[config.mk]
export PLATFORM = sky130hd
export DESIGN_NAME = sgmd_isqrt
export DESIGN_NICKNAME = d
export VERILOG_FILES = /design/src/rtl/core/sobel_gradient_magnitude_direction_unit_assert.svh /design/src/rtl/core/sgmd_pkg.sv /design/src/rtl/core/sgmd_isqrt.sv
export SDC_FILE = /design/constraint.sdc
export NUM_CORES = 1
export LEC_CHECK = 0
export ABC_AREA = 1
export BUFFER_PORTS_ARGS = -buffer_cell sky130_fd_sc_hd__buf_2
export CAP_MARGIN = 15
export CORE_MARGIN = 2
export CORE_UTILIZATION = 35
export DETAILED_ROUTE_END_ITERATION = 7
export HOLD_SLACK_MARGIN = 0.1
export PLACE_DENSITY = 0.67
export SYNTH_ARGS = -nofsm -noshare
export SYNTH_HDL_FRONTEND = slang
export SYNTH_SLANG_ARGS = --single-unit
[constraint.sdc]
create_clock -name clk -period 1.6 [get_ports clk]
set_input_delay 0.16 -clock clk [delete_from_list [all_inputs] [get_ports clk]]
set_output_delay 0.16 -clock clk [all_outputs]
set_load 0.02 [all_outputs]
[src/rtl/core/sobel_gradient_magnitude_direction_unit_assert.svh]
// Assertion macros for the Sobel gradient unit.
`ifndef SOBEL_GRADIENT_MAGNITUDE_DIRECTION_UNIT_ASSERT_SVH
`define SOBEL_GRADIENT_MAGNITUDE_DIRECTION_UNIT_ASSERT_SVH
`ifndef SYNTHESIS
`define SGMD_ASSERT_IMPLIES(lbl, clk, rst_n, ante, cons, msg) \
	lbl: assert property (@(posedge clk) disable iff (!rst_n) (ante) |-> (cons)) \
		else $error(msg);
`define SGMD_ASSERT_NEXT(lbl, clk, rst_n, ante, cons, msg) \
	lbl: assert property (@(posedge clk) disable iff (!rst_n) (ante) |=> (cons)) \
		else $error(msg);
`else
`define SGMD_ASSERT_IMPLIES(lbl, clk, rst_n, ante, cons, msg)
`define SGMD_ASSERT_NEXT(lbl, clk, rst_n, ante, cons, msg)
`endif
`endif

[src/rtl/core/sgmd_pkg.sv]
package sgmd_pkg;

	localparam int MAX_WIDTH = 2048;

	localparam int PIX_W   = 8;
	localparam int CFG_W   = 12;
	localparam int CFG_IDX_W = 1;
	localparam int DIR_W   = 2;
	localparam int ABS_W   = 10;
	localparam int SQ_W    = 2 * ABS_W;
	localparam int SQRT_IN_W = 16;
	localparam int ROOT_W  = SQRT_IN_W / 2;
	localparam int OUT_TDATA_W = 16;

	localparam logic [CFG_W-1:0] WIDTH_RESET  = 12'd640;
	localparam logic [CFG_W-1:0] HEIGHT_RESET = 12'd480;
	localparam logic [CFG_W-1:0] MIN_DIM      = 12'd3;
	localparam logic [CFG_W-1:0] BORDER       = 12'd2;

	// Sector bounds, scaled by 1024: tan(22.5) and tan(67.5).
	localparam logic [11:0] DIR_LO_K = 12'd424;
	localparam logic [11:0] DIR_HI_K = 12'd2472;

	localparam logic [CFG_IDX_W-1:0] REG_IMAGE_WIDTH  = 1'd0;
	localparam logic [CFG_IDX_W-1:0] REG_IMAGE_HEIGHT = 1'd1;

	typedef enum logic [DIR_W-1:0] {
		DIR_HORIZONTAL = 2'd0,
		DIR_PLUS45     = 2'd1,
		DIR_VERTICAL   = 2'd2,
		DIR_MINUS45    = 2'd3
	} dir_t;

	typedef enum logic [2:0] {
		S_IDLE,
		S_LOAD,
		S_GRAD,
		S_SQR,
		S_SUM,
		S_ROOT,
		S_OUT
	} state_t;

endpackage

[src/rtl/core/sgmd_isqrt.sv]
// Digit-by-digit integer square root, two radicand bits per cycle.
module sgmd_isqrt (
	input  logic                           clk,
	input  logic                           arst_n,
	input  logic                           start,
	input  logic [sgmd_pkg::SQRT_IN_W-1:0] radicand,
	output logic                           done,
	output logic [sgmd_pkg::ROOT_W-1:0]    root
);

	localparam int RW   = sgmd_pkg::ROOT_W;
	localparam int IW   = sgmd_pkg::SQRT_IN_W;
	localparam int STW  = $clog2(RW);
	localparam int REMW = RW + 1;

	logic            busy_q;
	logic            done_q;
	logic [STW-1:0]  step_q;
	logic [IW-1:0]   rad_q;
	logic [REMW-1:0] rem_q;
	logic [RW-1:0]   root_q;

	logic [REMW+1:0] rem_sh;
	logic [REMW+1:0] trial;
	logic            take;
	logic [REMW+1:0] rem_sub;

	always_comb begin
		rem_sh  = {rem_q, rad_q[IW-1 -: 2]};
		trial   = (REMW + 2)'({root_q, 2'b01});
		take    = (rem_sh >= trial);
		rem_sub = rem_sh - trial;
	end

	always_ff @(posedge clk or negedge arst_n) begin
		if (!arst_n) begin
			busy_q <= 1'b0;
			done_q <= 1'b0;
			step_q <= '0;
		end else begin
			done_q <= 1'b0;
			if (start) begin
				busy_q <= 1'b1;
				step_q <= '0;
			end else if (busy_q) begin
				step_q <= step_q + 1'b1;
				if (step_q == STW'(RW - 1)) begin
					busy_q <= 1'b0;
					done_q <= 1'b1;
				end
			end
		end
	end

	always_ff @(posedge clk) begin
		if (start) begin
			rad_q  <= radicand;
			rem_q  <= '0;
			root_q <= '0;
		end else if (busy_q) begin
			rad_q <= {rad_q[IW-3:0], 2'b00};
			if (take) begin
				rem_q  <= rem_sub[REMW-1:0];
				root_q <= {root_q[RW-2:0], 1'b1};
			end else begin
				rem_q  <= rem_sh[REMW-1:0];
				root_q <= {root_q[RW-2:0], 1'b0};
			end
		end
	end

	assign done = done_q;
	assign root = root_q;

endmodule

==> impl_metrics.toml <==
[clock_network]
htreeDepth = 2
clkSinkCount = 38
cts_made_buffers = 5
tritoncts = "built"
insertion_delay_ps = 300
clock_root_cell = "sky130_fd_sc_hd__clkbuf_8"
clk_pin_slew_ps = 90
cts-root-to-sink-buffers = 2

[power_and_ir_drop]
max-vdd-ir-drop_mv = 0.8313
internal-power_mw = 3.244
p_switching_mw = 2.322
clkPwrFrac = 0.181
switching_share = 0.4172
power_per_cell_area_mw_per_mm2 = 1864
power.combinational.fraction = 0.581
cellLeakagePower_nw = 1.488
share_seq_of_total_power = 0.239

[floorplan]
core_area_sq_mm = 0.005921
initial_utilization = 0.3614
dieHeight_um = 82.19
die_area_sq_mm = 0.006754
i_o_pins = 28
rows = 28
floorplan.die.width_um = 82.19

[finish]
instances_no_fill = 413
flow.area_growth_from_synthesis_pct = 39.53
drive_gt1_frac = 0.4172
antennaDiodeCount = 0
finish.instance_area_sq_mm = 0.002985
final_nets = 368

[worst_setup_path]
timing.critical_path.cells = "inv_4 > ha_4 > nand2_1 > nor2_2 > nand3_2 > nand2_2 > inv_4 > nand2_8 > inv_6 > nor2_2 > nor2_1 > nor2_1"
crit_path_start_kind = "flop"
critPathArrivalTime_ps = 1810
path_max_fanout = 7
setup.worst_path.class = "flop to flop"
cp_slowest_stage_delay_ps = 370
required_time_reported_for_the_critical_path_endpoint_ps = 1830
crit_path_top_delay_cell = "sky130_fd_sc_hd__dfxtp_4"
endpoint_kind = "flop"

[route]
routedWlPerCell_um = 11.95
drtAntennaViolNets = 0
first_pass_iters = 4
drc_errors = 0
routed_wl_um = 4937
detailedRoute.firstIterationViolations = 119
vias = 1927
route.detailed.vias_per_inst = 4.666

[global_route]
grt_pass1_vias = 1837
global_route.usage.met3 = 0.03370
grt_first_pass_wirelength_um = 8142
busiest_grt_layer = "met2"
grt_max_degree = 26
groute.usage.overall = 0.1586
met1_usage = 0.2007
global_route.usage.met2 = 0.2718
antenna_found_initial = 0
grt.overflow.total = 0

[place]
place.detailed.instances = 394
routability_congestion_estimate_from_global_placement = 0.8815
place_hpwl_um = 3358
detailed_place.area_sq_mm = 0.002595
portBuffers = 27
pre_cts_ws_ps = -80.33

[logic_synthesis]
synth_area_sq_mm = 0.002140
postSynthCellCount = 275
synth.avg_cell_area_sq_um = 7.780
synth.distinct_cells = 29
synth.net_count = 306
synth.yosys.warnings = 0
synth-seq-area-share = 0.4421
postSynthRegisterBits = 38

[sta]
final_period_minus_worst_setup_slack_ps = 1574
timing_hold_violations_final = 0
setup_violation_total_in_the_final_timing_report = 0
max_freq_mhz = 635.1
worst-slew-pin-transition_ps = 505.0
slew_violations = 0
whs_ps = 118.8
finalClockSkew_ps = 10.75
rsz0062_at_grt = "true"
worst_slew_margin_rel = 0.6621
final.setup.tns_ps = 0
period_share = 0.9840
finalWorstSetupSlack_ps = 25.54

[run_status]
result_of_the_run = "finished, final reports clean"

[hold_path]
hold_path_class = "primary input to flop"

[run]
timing.max_cap.violations = 0
worst paths after layout:
path	end	slack, ps	startpoint	cells after the start
hold reg to reg	rad_q[8]$_DFFE_PP_	510	rad_q[6]$_DFFE_PP_	2
min in group asynchronous	step_q[0]$_DFFE_PN0P_	200	arst_n	2
hold / removal	rem_q[4]$_SDFFE_PP0P_	120	start	2
max in group asynchronous	busy_q$_DFF_PN0_	1270	arst_n	2
setup / recovery	rem_q[7]$_SDFFE_PP0P_	30	root[0]$_SDFFE_PP0P_	12
setup reg to reg	rem_q[7]$_SDFFE_PP0P_	30	root[0]$_SDFFE_PP0P_	12
flip-flops by register name, indices dropped and copies added, names as in the netlist:
name,cells
rem_q,9
done,1
busy_q,1
step_q,3
root,8
rad_q,16
cell usage after synthesis:
master,n,area (sq um)
sky130_fd_sc_hd__o211ai_1,2,15.01
sky130_fd_sc_hd__clkbuf_1,4,15.01
sky130_fd_sc_hd__nand2_2,2,12.51
sky130_fd_sc_hd__inv_2,2,7.510
sky130_fd_sc_hd__inv_1,36,135.1
sky130_fd_sc_hd__a21oi_4,1,16.27
sky130_fd_sc_hd__nor2_4,1,11.26
sky130_fd_sc_hd__nand2_8,2,40.04
sky130_fd_sc_hd__edfxtp_1,16,480.5
sky130_fd_sc_hd__nand4_1,5,31.28
sky130_fd_sc_hd__or2_1,1,6.260
sky130_fd_sc_hd__nor3_4,1,16.27
sky130_fd_sc_hd__o22ai_1,7,43.79
sky130_fd_sc_hd__nand2_1,102,382.9
sky130_fd_sc_hd__buf_6,1,11.26
sky130_fd_sc_hd__nand3b_1,1,7.510
sky130_fd_sc_hd__o21ai_0,3,15.01
sky130_fd_sc_hd__ha_1,12,150.1
sky130_fd_sc_hd__inv_6,1,8.760
sky130_fd_sc_hd__nand3_1,21,105.1
sky130_fd_sc_hd__xnor2_1,2,17.52
sky130_fd_sc_hd__nor2_1,20,75.07
sky130_fd_sc_hd__nor2_2,3,18.77
sky130_fd_sc_hd__a21oi_1,3,15.01
sky130_fd_sc_hd__nand2_4,2,22.52
sky130_fd_sc_hd__dfrtp_1,5,125.1
sky130_fd_sc_hd__dfxtp_1,17,340.3
sky130_fd_sc_hd__and2_1,1,6.260
sky130_fd_sc_hd__buf_4,1,7.510
final cells by class:
class,count,area [sq um]
tap,75,93.84
clock inverter,3,68.82
clock buffer,5,68.82
fill,565,2935
inverter,39,158.9
timing repair buffer,60,389.1
multi-input combinational,193,1234
sequential,38,972.2
through the flow:
step / power, mW / utilization
after global placement: 3.855 / 0.4383
after detailed placement: 3.870 / 0.4383
final: 5.566 / 0.5042
after global routing: 6.006 / 0.5042
after CTS: 5.159 / 0.4816
after floorplan: 3.257 / -
cell usage in the layout (no fill, tap or decap), drive strengths merged:
cell type,count
nand2,109
buf,59
inv,39
nor2,24
nand3,21
dfxtp,17
edfxtp,16
ha,12
o22ai,7
nand4,5
dfrtp,5
clkbuf,5
a21oi,4
o21ai,3
o211ai,2
xnor2,2
bufinv,2
nor3,1
or2,1
nand3b,1
and2,1
clkinv,1
dlygate4sd3,1
worst max-delay path: cells and delay by family (launching register included):
family	cells	cell delay [ps]
buffers and inverters	3	150
and+or+nand+nor	8	710
DFF	1	370
adders and majority gates	1	300
what timing repair did:
action | 4_1_cts | 5_1_grt
setup buffers | 5 | 4
endpoints found under the setup margin | 9 | 10
hold endpoints to repair | 5 | 0
pin swaps | 12 | 22
gates cloned | 1 | 0
hold buffers | 1 | 0
resized for setup | 14 | 37
cell families (layout without fill, tap and decap cells):
logic type / Yosys count / count (layout) / synth area share
and+or+nand+nor: 162 / 163 / 0.3439
buffers and inverters: 45 / 107 / 0.08655
DFF: 38 / 38 / 0.4421
AOI/OAI and AO/OA: 16 / 16 / 0.04912
adders and majority gates: 12 / 12 / 0.07017
xor gates and xnor gates: 2 / 2 / 0.008189
power groups by stage:
| stage | sequential [mW] | clock (mW) | combinational, mW |
|---|---|---|---|
| after global placement | 1.32 | 0 | 2.54 |
| after CTS | 1.32 | 1.03 | 2.81 |
| after floorplan | 1.33 | 0 | 1.93 |
| final | 1.33 | 1.01 | 3.23 |
| after detailed placement | 1.32 | 0 | 2.55 |
| after global routing | 1.35 | 1.07 | 3.59 |
per-layer routing:
layer  part of all wire  vias to the layer above
li1                   -                      996
met1               0.46                      882
met2               0.49                       39
met3              0.040                       10
met4              0.014                        0
met5                  0                        -
No activity file was read; power rests on OpenSTA's default activity.
